File: src/rtl/fcw_pkg.sv
// Package of the cluster chain walker: action codes, defaults and shared types.
// Used by every module of the block but fcw_fifo; depends on nothing.
`timescale 1ns / 1ps

package fcw_pkg;

  localparam int SECTOR_BYTES_DEF = 512;
  localparam int JOB_DEPTH_DEF    = 4;
  localparam int OUT_DEPTH_DEF    = 2;
  localparam int ADDR_W           = 4;
  localparam int DATA_W           = 32;

  localparam logic [2:0] ACT_DATA       = 3'd0;
  localparam logic [2:0] ACT_FAT        = 3'd1;
  localparam logic [2:0] ACT_EOC        = 3'd2;
  localparam logic [2:0] ACT_BAD        = 3'd3;
  localparam logic [2:0] ACT_CORRUPT    = 3'd4;
  localparam logic [2:0] ACT_UNEXPECTED = 3'd5;

  localparam logic [1:0] CMD_OPEN    = 2'd0;
  localparam logic [1:0] CMD_ADVANCE = 2'd1;
  localparam logic [1:0] CMD_ENTRY   = 2'd2;

  localparam logic [1:0] REG_FAT16    = 2'd0;
  localparam logic [1:0] REG_SPC      = 2'd1;
  localparam logic [1:0] REG_FAT_LBA  = 2'd2;
  localparam logic [1:0] REG_DATA_LBA = 2'd3;

  localparam logic [31:0] EOC16 = 32'h0000_FFFF;
  localparam logic [31:0] BAD16 = 32'h0000_FFF8;
  localparam logic [31:0] EOC32 = 32'hFFFF_FFFF;
  localparam logic [31:0] BAD32 = 32'hFFFF_FFF8;

  typedef struct packed {
    logic        fat16_mode;
    logic [7:0]  sectors_per_cluster;
    logic [31:0] fat_begin_lba;
    logic [31:0] data_begin_lba;
  } cfg_t;

  typedef struct packed {
    logic [2:0]  action;
    logic [31:0] cluster;
    logic [7:0]  sector_index;
  } job_t;

  typedef struct packed {
    logic [2:0]  action;
    logic [31:0] block_address;
    logic [8:0]  entry_byte_pos;
  } res_t;

endpackage

File: src/rtl/fcw_fifo.sv
// Small register queue used between the front and back and at the result side.
// Depends on nothing but its parameters.
`timescale 1ns / 1ps

module fcw_fifo #(
  parameter int WIDTH = 8,
  parameter int DEPTH = 4
) (
  input  logic             clk,
  input  logic             rst,
  input  logic             push,
  input  logic [WIDTH-1:0] wdata,
  output logic             full,
  input  logic             pop,
  output logic [WIDTH-1:0] rdata,
  output logic             empty
);

  localparam int PW = (DEPTH > 1) ? $clog2(DEPTH) : 1;
  localparam int CW = $clog2(DEPTH + 1);

  logic [WIDTH-1:0] slots [DEPTH];
  logic [PW-1:0]    wptr;
  logic [PW-1:0]    rptr;
  logic [CW-1:0]    count;
  logic             do_push;
  logic             do_pop;

  assign full    = (count == CW'(DEPTH));
  assign empty   = (count == '0);
  assign do_push = push && !full;
  assign do_pop  = pop && !empty;
  assign rdata   = slots[rptr];

  always_ff @(posedge clk) begin
    if (rst) begin
      wptr  <= '0;
      rptr  <= '0;
      count <= '0;
    end else begin
      if (do_push) begin
        wptr <= (wptr == PW'(DEPTH - 1)) ? '0 : wptr + PW'(1);
      end
      if (do_pop) begin
        rptr <= (rptr == PW'(DEPTH - 1)) ? '0 : rptr + PW'(1);
      end
      if (do_push && !do_pop) begin
        count <= count + CW'(1);
      end else if (do_pop && !do_push) begin
        count <= count - CW'(1);
      end
    end
  end

  always_ff @(posedge clk) begin
    if (do_push) begin
      slots[wptr] <= wdata;
    end
  end

endmodule

File: src/rtl/fcw_front.sv
// Front of the chain walker: holds the walk state and classifies each command.
// Depends on fcw_pkg; feeds jobs into the queue in front of fcw_back.
`timescale 1ns / 1ps

module fcw_front
  import fcw_pkg::*;
(
  input  logic        clk,
  input  logic        rst,
  input  cfg_t        cfg,
  input  logic        push,
  output logic        full,
  input  logic [1:0]  cmd,
  input  logic [31:0] cluster,
  input  logic [31:0] fat_entry,
  output logic        job_push,
  output job_t        job,
  input  logic        job_full
);

  logic [31:0] current_cluster;
  logic [31:0] current_cluster_next;
  logic [7:0]  sector_in_cluster;
  logic [7:0]  sector_in_cluster_next;
  logic        awaiting_entry;
  logic        awaiting_entry_next;
  logic [31:0] entry;
  logic [31:0] eoc;
  logic [31:0] bad;

  assign full     = job_full;
  assign job_push = push && !job_full;

  always_comb begin
    entry = cfg.fat16_mode ? {16'h0000, fat_entry[15:0]} : fat_entry;
    eoc   = cfg.fat16_mode ? EOC16 : EOC32;
    bad   = cfg.fat16_mode ? BAD16 : BAD32;

    current_cluster_next   = current_cluster;
    sector_in_cluster_next = sector_in_cluster;
    awaiting_entry_next    = awaiting_entry;
    job.action       = ACT_UNEXPECTED;
    job.cluster      = current_cluster;
    job.sector_index = 8'd0;

    case (cmd)
      CMD_OPEN: begin
        current_cluster_next   = cluster;
        sector_in_cluster_next = 8'd1;
        awaiting_entry_next    = 1'b0;
        job.action  = ACT_DATA;
        job.cluster = cluster;
      end
      CMD_ADVANCE: begin
        if (awaiting_entry) begin
          job.action = ACT_UNEXPECTED;
        end else if (sector_in_cluster != cfg.sectors_per_cluster) begin
          job.action             = ACT_DATA;
          job.sector_index       = sector_in_cluster;
          sector_in_cluster_next = sector_in_cluster + 8'd1;
        end else begin
          job.action          = ACT_FAT;
          awaiting_entry_next = 1'b1;
        end
      end
      CMD_ENTRY: begin
        if (awaiting_entry) begin
          awaiting_entry_next = 1'b0;
          if (entry == eoc) begin
            job.action = ACT_EOC;
          end else if (entry >= bad) begin
            job.action = ACT_BAD;
          end else if (entry == 32'd0) begin
            job.action = ACT_CORRUPT;
          end else begin
            current_cluster_next   = entry;
            sector_in_cluster_next = 8'd1;
            job.action  = ACT_DATA;
            job.cluster = entry;
          end
        end
      end
      default: begin
        job.action = ACT_UNEXPECTED;
      end
    endcase
  end

  always_ff @(posedge clk) begin
    if (rst) begin
      current_cluster   <= '0;
      sector_in_cluster <= '0;
      awaiting_entry    <= 1'b0;
    end else if (job_push) begin
      current_cluster   <= current_cluster_next;
      sector_in_cluster <= sector_in_cluster_next;
      awaiting_entry    <= awaiting_entry_next;
    end
  end

endmodule

File: src/rtl/fcw_back.sv
// Back of the chain walker: turns a queued job into block address and position.
// Depends on fcw_pkg; reads jobs from the front queue, writes the result queue.
`timescale 1ns / 1ps

module fcw_back
  import fcw_pkg::*;
#(
  parameter int SECTOR_BYTES = SECTOR_BYTES_DEF
) (
  input  cfg_t  cfg,
  input  job_t  job,
  input  logic  job_empty,
  output logic  job_pop,
  output logic  res_push,
  output res_t  res,
  input  logic  res_full
);

  localparam int SB_LOG = $clog2(SECTOR_BYTES);

  logic [31:0] rel;
  logic [39:0] prod;
  logic [39:0] data_sum;
  logic [33:0] offset;
  logic [31:0] fat_blk;

  assign job_pop  = !job_empty && !res_full;
  assign res_push = job_pop;

  always_comb begin
    rel      = job.cluster - 32'd2;
    prod     = {8'd0, rel} * {32'd0, cfg.sectors_per_cluster};
    data_sum = {8'd0, cfg.data_begin_lba} + prod + {32'd0, job.sector_index};
    offset   = cfg.fat16_mode ? {1'b0, job.cluster, 1'b0} : {job.cluster, 2'b00};
    fat_blk  = cfg.fat_begin_lba + 32'(offset >> SB_LOG);

    res.action         = job.action;
    res.block_address  = 32'd0;
    res.entry_byte_pos = 9'd0;
    case (job.action)
      ACT_DATA: begin
        res.block_address = data_sum[31:0];
      end
      ACT_FAT: begin
        res.block_address  = fat_blk;
        res.entry_byte_pos = offset[8:0];
      end
      default: begin
        res.block_address  = 32'd0;
        res.entry_byte_pos = 9'd0;
      end
    endcase
  end

endmodule

File: src/rtl/fat_cluster_chain_walker_top.sv
// Top level of the FAT16/FAT32 cluster chain walker: registers, front, queues, back.
// Depends on fcw_pkg, fcw_front, fcw_fifo and fcw_back.
//
//   Channel   Handshake              Payload
//   config    psel/penable/pwrite    paddr, pwdata, prdata (pready tied high)
//   command   push / full            cmd, cluster, fat_entry
//   result    empty / pop            action, block_address, entry_byte_pos
//
// One command is taken per cycle while full is low; its result reaches the result
// ports through the job queue register and then the result queue register.
// The job queue is written in the push cycle, the back computes the address
// with one 32x8 multiply-add and writes the result queue, which is read directly.
// full rises only when the job queue fills, i.e. when pop stays low for a while.
// Synchronous reset empties both queues and loads the reset register values.
`timescale 1ns / 1ps

module fat_cluster_chain_walker_top
  import fcw_pkg::*;
#(
  parameter int SECTOR_BYTES = SECTOR_BYTES_DEF,
  parameter int JOB_DEPTH    = JOB_DEPTH_DEF,
  parameter int OUT_DEPTH    = OUT_DEPTH_DEF
) (
  input  logic              clk,
  input  logic              rst,
  input  logic              psel,
  input  logic              penable,
  input  logic              pwrite,
  input  logic [ADDR_W-1:0] paddr,
  input  logic [DATA_W-1:0] pwdata,
  output logic [DATA_W-1:0] prdata,
  output logic              pready,
  input  logic              push,
  output logic              full,
  input  logic [1:0]        cmd,
  input  logic [31:0]       cluster,
  input  logic [31:0]       fat_entry,
  output logic              empty,
  input  logic              pop,
  output logic [2:0]        action,
  output logic [31:0]       block_address,
  output logic [8:0]        entry_byte_pos
);

  cfg_t        cfg;
  job_t        job_in;
  job_t        job_out;
  res_t        res_in;
  res_t        res_out;
  logic        job_push;
  logic        job_full;
  logic        job_pop;
  logic        job_empty;
  logic        res_push;
  logic        res_full;
  logic        cfg_write;
  logic [1:0]  reg_index;

  assign pready    = 1'b1;
  assign reg_index = paddr[3:2];
  assign cfg_write = psel && penable && pwrite && pready;

  always_ff @(posedge clk) begin
    if (rst) begin
      cfg.fat16_mode          <= 1'b0;
      cfg.sectors_per_cluster <= 8'd1;
      cfg.fat_begin_lba       <= '0;
      cfg.data_begin_lba      <= '0;
    end else if (cfg_write) begin
      case (reg_index)
        REG_FAT16:    cfg.fat16_mode          <= pwdata[0];
        REG_SPC:      cfg.sectors_per_cluster <= pwdata[7:0];
        REG_FAT_LBA:  cfg.fat_begin_lba       <= pwdata;
        REG_DATA_LBA: cfg.data_begin_lba      <= pwdata;
        default:      cfg.fat16_mode          <= cfg.fat16_mode;
      endcase
    end
  end

  always_comb begin
    case (reg_index)
      REG_FAT16:    prdata = {31'd0, cfg.fat16_mode};
      REG_SPC:      prdata = {24'd0, cfg.sectors_per_cluster};
      REG_FAT_LBA:  prdata = cfg.fat_begin_lba;
      REG_DATA_LBA: prdata = cfg.data_begin_lba;
      default:      prdata = '0;
    endcase
  end

  fcw_front u_front (
    .clk       (clk),
    .rst       (rst),
    .cfg       (cfg),
    .push      (push),
    .full      (full),
    .cmd       (cmd),
    .cluster   (cluster),
    .fat_entry (fat_entry),
    .job_push  (job_push),
    .job       (job_in),
    .job_full  (job_full)
  );

  fcw_fifo #(
    .WIDTH ($bits(job_t)),
    .DEPTH (JOB_DEPTH)
  ) u_job_q (
    .clk   (clk),
    .rst   (rst),
    .push  (job_push),
    .wdata (job_in),
    .full  (job_full),
    .pop   (job_pop),
    .rdata (job_out),
    .empty (job_empty)
  );

  fcw_back #(
    .SECTOR_BYTES (SECTOR_BYTES)
  ) u_back (
    .cfg       (cfg),
    .job       (job_out),
    .job_empty (job_empty),
    .job_pop   (job_pop),
    .res_push  (res_push),
    .res       (res_in),
    .res_full  (res_full)
  );

  fcw_fifo #(
    .WIDTH ($bits(res_t)),
    .DEPTH (OUT_DEPTH)
  ) u_res_q (
    .clk   (clk),
    .rst   (rst),
    .push  (res_push),
    .wdata (res_in),
    .full  (res_full),
    .pop   (pop),
    .rdata (res_out),
    .empty (empty)
  );

  assign action         = res_out.action;
  assign block_address  = res_out.block_address;
  assign entry_byte_pos = res_out.entry_byte_pos;

endmodule

File: config.mk
export PLATFORM = sky130hd
export DESIGN_NAME = fat_cluster_chain_walker_top
export DESIGN_NICKNAME = d
export VERILOG_FILES = /design/src/rtl/fcw_pkg.sv /design/src/rtl/fcw_fifo.sv /design/src/rtl/fcw_front.sv /design/src/rtl/fcw_back.sv /design/src/rtl/fat_cluster_chain_walker_top.sv
export SDC_FILE = /design/constraint.sdc
export NUM_CORES = 1
export LEC_CHECK = 0
export ABC_AREA = 0
export BUFFER_PORTS_ARGS = -buffer_cell sky130_fd_sc_hd__buf_2
export CORE_MARGIN = 8
export CORE_UTILIZATION = 34
export CTS_CLUSTER_SIZE = 10
export DETAILED_ROUTE_END_ITERATION = 6
export GPL_TIMING_DRIVEN = 0
export PLACE_DENSITY = 0.58
export RECOVER_POWER = 25
export SYNTH_ARGS = -nofsm -noshare
export SYNTH_HDL_FRONTEND = slang
export SYNTH_SLANG_ARGS = --single-unit
export TNS_END_PERCENT = 10
File: constraint.sdc
create_clock -name clk -period 9.06 [get_ports clk]
set_input_delay 0.453 -clock clk [delete_from_list [all_inputs] [get_ports clk]]
set_output_delay 0.453 -clock clk [all_outputs]
set_load 0.03 [all_outputs]
## Yosys cells after proc, flatten, opt, wreduce, memory -nomap -nowiden

Memory sizes are Yosys's and may differ from the RTL's. A register that Yosys moved wholly into a read port is not among the register bits.
Index checks and enable logic that the tools add are counted.

| storage, ports and cells | value |
|---|---|
| memories | 2 |
| RAM bits | 260 |
| output and inout port bits | 79 |
| register bits | 125 |
| logic and storage cells | 136 |
| input port bits | 109 |

| operators by class | value |
|---|---|
| multipliers | 1 |
| reductions and logical operators | 39 |
| $lt $le $gt $ge | 1 |
| equality and inequality tests | 18 |
| $add $sub $neg | 13 |
| muxes and demuxes | 49 |

Memory list:

| name | depth | bits a word | rd ports | clocked after Yosys merged registers in | wr ports | line | text |
|---|---|---|---|---|---|---|---|
| u_job_q.slots | 4 | 43 | 1 | 1 | 1 | fcw_fifo.sv:22 | `logic [WIDTH-1:0] slots [DEPTH];` |
| u_res_q.slots | 2 | 44 | 1 | 1 | 1 | fcw_fifo.sv:22 |  |

Operator list:

| kind | number |
|---|---|
| 2-to-1 mux 32 bit | 7 |
| one-hot mux 32 bit (2 select lines) | 3 |
| one-hot mux 32 bit (4 select lines) | 1 |
| 2-to-1 mux 8 bit | 9 |
| 2-to-1 mux 35 bit | 1 |
| 2-to-1 mux 34 bit | 1 |
| adder 32 x 25 -> 32 bit | 1 |
| adder 32 bit | 1 |
| adder 32 x 8 -> 32 bit | 1 |
| equality test 32 bit | 1 |
| greater-or-equal comparator 32 bit | 1 |
| zero test 32 bit | 1 |
| multiplier 32 x 8 -> 32 bit | 1 |
| subtractor 32 x 2 -> 32 bit, second input constant | 1 |
| one-hot mux 8 bit (3 select lines) | 1 |
| 2-to-1 mux 3 bit | 6 |
| equality test 2 bit, second input constant | 6 |
| logical AND 1 bit | 12 |
| 2-to-1 mux 2 bit | 6 |
| 2-to-1 mux 1 bit | 11 |
| AND reduction 2 bit | 5 |
| 2-to-1 mux 9 bit | 1 |
| one-hot mux 3 bit (3 select lines) | 1 |
| adder 8 x 1 -> 8 bit, second input constant | 1 |
| 20 further kinds | 41 |

## Logic depth before layout (Yosys ltp)

| depth | value |
|---|---|
| depth in word-level cells | 8 |
| mapped depth | 31 |
| mapped depth without buffers | 29 |

## Modules after synthesis

A second synthesis with hierarchy kept.

| second synthesis, totals | value |
|---|---|
| cell total of the unflattened synthesis | 2538 |
| area, all modules | 28006.9 um^2 |

By module, submodules not included:

| module | instances | sequential area each (um^2) | area an instance (um^2) | cells each |
|---|---|---|---|---|
| fcw_back | 1 | 0.0 | 10696.5 | 1249 |
| fcw_fifo at u_job_q | 1 | 5345.1 | 6685.2 | 275 |
| fat_cluster_chain_walker_top | 1 | 1461.4 | 3654.8 | 354 |
| fcw_front | 1 | 820.8 | 3582.2 | 498 |
| fcw_fifo at u_res_q | 1 | 2742.6 | 3388.2 | 162 |

## Worst setup path before layout

No wires, ideal clock.

| timing path | value |
|---|---|
| path kind | register -> register |
| start | reg (tool-made name) |
| end | mem u_res_q.slots[0][40] (netlist bit), data pin |
| setup time | 269 ps |
| path slack | 904 ps |
| path buffers | 1 |
| data arrival time | 7887 ps |
| required time | 8791 ps |
| stages on the path, launching flop included | 28 |
| clock period less this slack | 8156 ps |
| cells stage by stage | dfxtp_1 -> buf_6 -> mux4_1 -> inv_1 -> ha_1 -> inv_1 -> or3_1 -> or2_2 -> o31a_1 -> nor2_1 -> nor2b_1 -> fa_1 -> fa_1 -> fa_1 -> fa_1 -> ha_1 -> ha_1 -> a21oi_1 -> o311ai_0 -> a211o_1 -> or3b_2 -> a31o_2 -> a21oi_1 -> o21ai_0 -> and4_1 -> a2111oi_0 -> xnor2_1 -> o22ai_1 |

RTL lines:

| element | line |
|---|---|
| to (decl) | fcw_fifo.sv:22 |

==> run metrics <==
drt pass-1 iters 7; vias in the first global route 19959; via count 19581; Avg Cell Area, Syn 10.9 um^2; Routed Antenna Nets 0; Synthesized Nets 2834; fmax 113 MHz; largest family of logic cells by synthesized area adder cells; first-pass GRT wire length 126000 um; register area 0.0103 mm^2; Synth Warn # 0; max-cap violations 2; Clock Tree Buf Depth 3; footprint of the multi-input gates 0.0153 mm^2; Setup TNS Final 0 ns; part of the cycle the worst path needs 97.3%; Tot Pwr 8.60 mW; Synth Area in Compound Gates 9.58%; final setup fails 0; number of synthesized flops with an enable pin 258; Worst path slowest cell mux4_2; Clock Skew 0.0286 ns; Inserted Clock Buffers 47; Top FF cell, synth edfxtp_1; Reg2Reg Setup Slack 0.24 ns; Post-Synth Adder-Cell Area 19.4%; largest net degree at the start of global routing 33; FF+latch count, synth 386; mux share of post-synthesis cell area 9.40%; die area 0.0871 mm^2; xor/xnor share of the synthesized area 3.91%; Post-synth top cells 258 x edfxtp_1, 215 x nand2_1, 200 x a21oi_1; CP endpoint kind register; nets@finish 3083; gr usage total 19.0%; Placed Cells 3657; Clock transition at path regs 0.06 ns; pwr dens 280 mW/mm^2; status complete, but fails checks; Critical Path Max Stage Delay 0.60 ns; # H-tree levels 2; post-route DRC violation count 0; CP arrival 9.14 ns; Clk Tree Root Cell clkbuf_16; CP Class register to register; cell accounting for the most synthesized area edfxtp_1; WL final 85200 um; post-synthesis cell count 2429; Final min period 8.82 ns; fin. max-slew vios 62; measured slew at the worst slew-check pin 1.84 ns; DR WL/cell 22.7 um; type of origin of the critical path register; initial antenna violation count 2; failing checks capacitance limit, slew limit; Synth Cell Area 0.0265 mm^2; P&R area growth vs syn 15.9%; design area 0.0307 mm^2; Ports 188; FILL cells 7564; DR iter-0 viols 1489; CP max FO 10; fraction of layout cells with a size suffix above 1 16.0%; Die W 295 um; routed wl met3 6000 um; Layout Cells excl Fill 3759; leak pwr 12.1 nW; initial core utilization 34.3%; core area 0.0773 mm^2; post-synthesis sequential area ratio 38.9%; largest cells by area after synthesis edfxtp_1 29%, fa_1 15%, dfxtp_1 9.7%; Hold Startpoint pwdata[22]; Met2 Wirelength 38600 um; via/cell ratio 5.21; row count 102; top-count cell post-synth edfxtp_1; CTS tree yes; Peak VDD IR 0.000132 V; Die H 295 um; Max transition margin -22.5%; asr flop ratio synth 0%; RD Place Congestion 0.923; Hold Vio Cnt, Final 0; met1 wire length 37200 um; Synth top area share 29.2%; top layer in use met5; hold crit path type primary input to register; global route total overflow 0; post-synth cell types 77; Area after DPL 0.0289 mm^2; Clock Sink Count 386; worst skew pair latency 0.61 ns; Port Buf Inserts 182; Req. time, crit path 9.38 ns; Detailed Place HPWL 67300 um; Post-CTS Hold Buffers 0; Simple-Gate Fraction of Synth Area 14.2%; Core Util, Final 39.7%
==> cell families after synthesis <==
group           after synthesis
simple gates                744
mux                         181
compound gates              409
xor+xnor                    113
flops                       386
buf+inv                     298
other cells                   2
fa+ha+maj                   296
==> final timing paths <==
| path | endpoint | depth (start not counted) |
|---|---|---|
| worst min register to register | cfg[30] | 2 |
| worst min-delay path | cfg[22] | 3 |
| worst max-delay path | u_res_q.slots[0][40] | 30 |
| worst max register to register | u_res_q.slots[0][40] | 30 |
==> per-layer routing <==
| layer | track usage, % | up-vias |
|---|---|---|
| met2 | 30.5 | 745 |
| li1 | - | 8953 |
| met3 | 3.48 | 154 |
| met1 | 25.5 | 9727 |
| met4 | 7.41 | 2 |
| met5 | 0 | - |
==> stage by stage <==
step	hold WS [ns]	setup slack (ns)
CTS	0.0655	0.000356
global placement	0.460	-0.785
detailed placement	0.468	-0.962
global route	0.0899	-0.0252
floorplan	0.446	0.904
finish	0.0980	0.243
==> layout by cell type (no fill, tap or decap), types with 7 or more instances in the layout <==
cell       netlist  routed
ha_1           103     101
o22ai_1         20      20
a21o_1          23      23
nand2b_1        43      43
buf_2            0     179
dfxtp_1        128     128
o22a_1          27      27
a211oi_1        36      36
o21ai_0         30      28
edfxtp_1       258     258
nor3b_1         18      18
o21bai_1        16      16
xnor2_1         62      56
mux4_2          34      36
buf_4            6      17
a21oi_1        200     198
nor3_1          14      11
o21a_1           7       7
and3_1          13      13
fa_1           193     193
nand2_1        215     214
a22o_1           7       7
xor2_1          48      41
nand4_1         18      18
a31oi_1         10      10
mux4_1           9       7
and2_1          53      47
nand3_1         18      18
clkbuf_16        0      48
nor2_1         168     166
nor2b_1        139     139
mux2i_1         62      62
mux2_2          75      75
nor4_1          13      13
clkbuf_1       107     142
inv_1          173     172
==> power by group <==
group | switching, mW | internal (mW) | leakage, nW
sequential | 0.0757 | 2.27 | 3.47
combinational | 2.79 | 1.63 | 7.88
clock | 0.766 | 1.07 | 0.711
==> timing repair <==
item / in CTS / in global routing
setup buffers: 7 / 6
pin swaps: 3 / 6
resized for setup: 25 / 29
endpoints found under the setup margin: 10 / 6
==> worst max-delay path: cells and delay by family, from the launching register on <==
kind / cells / cell delay [ns]
AOI/OAI and AO/OA: 8 / 1.83
buffers and inverters: 7 / 0.63
xor gates and xnor gates: 2 / 0.47
and+or+nand+nor: 5 / 1.78
adders and majority gates: 7 / 2.90
DFF: 1 / 0.33
muxes: 1 / 0.60
==> state kept, by name, summed over array words and instances (netlist names), named ones only <==
| register | count |
|---|---|
| u_job_q.rptr | 2 |
| cfg | 73 |
| u_job_q.slots | 172 |
| u_front.awaiting_entry | 1 |
| u_res_q.slots | 86 |
| u_front.sector_in_cluster | 8 |
| u_res_q.count | 2 |
| u_job_q.wptr | 2 |
| u_res_q.rptr | 1 |
| u_res_q.wptr | 1 |
| u_front.current_cluster | 32 |
| u_job_q.count | 3 |
==> area by class of cell <==
type / count / share of cell area, %
multi-input combinational: 1745 / 49.8
tap: 1040 / 4.24
buffer: 123 / 1.82
inverter: 174 / 2.13
clock inverter: 8 / 0.505
clock buffer: 80 / 4.37
sequential: 386 / 33.6
timing repair buffer: 201 / 3.60
antenna: 2 / 0.0163
(Power assumes the default switching activity.)
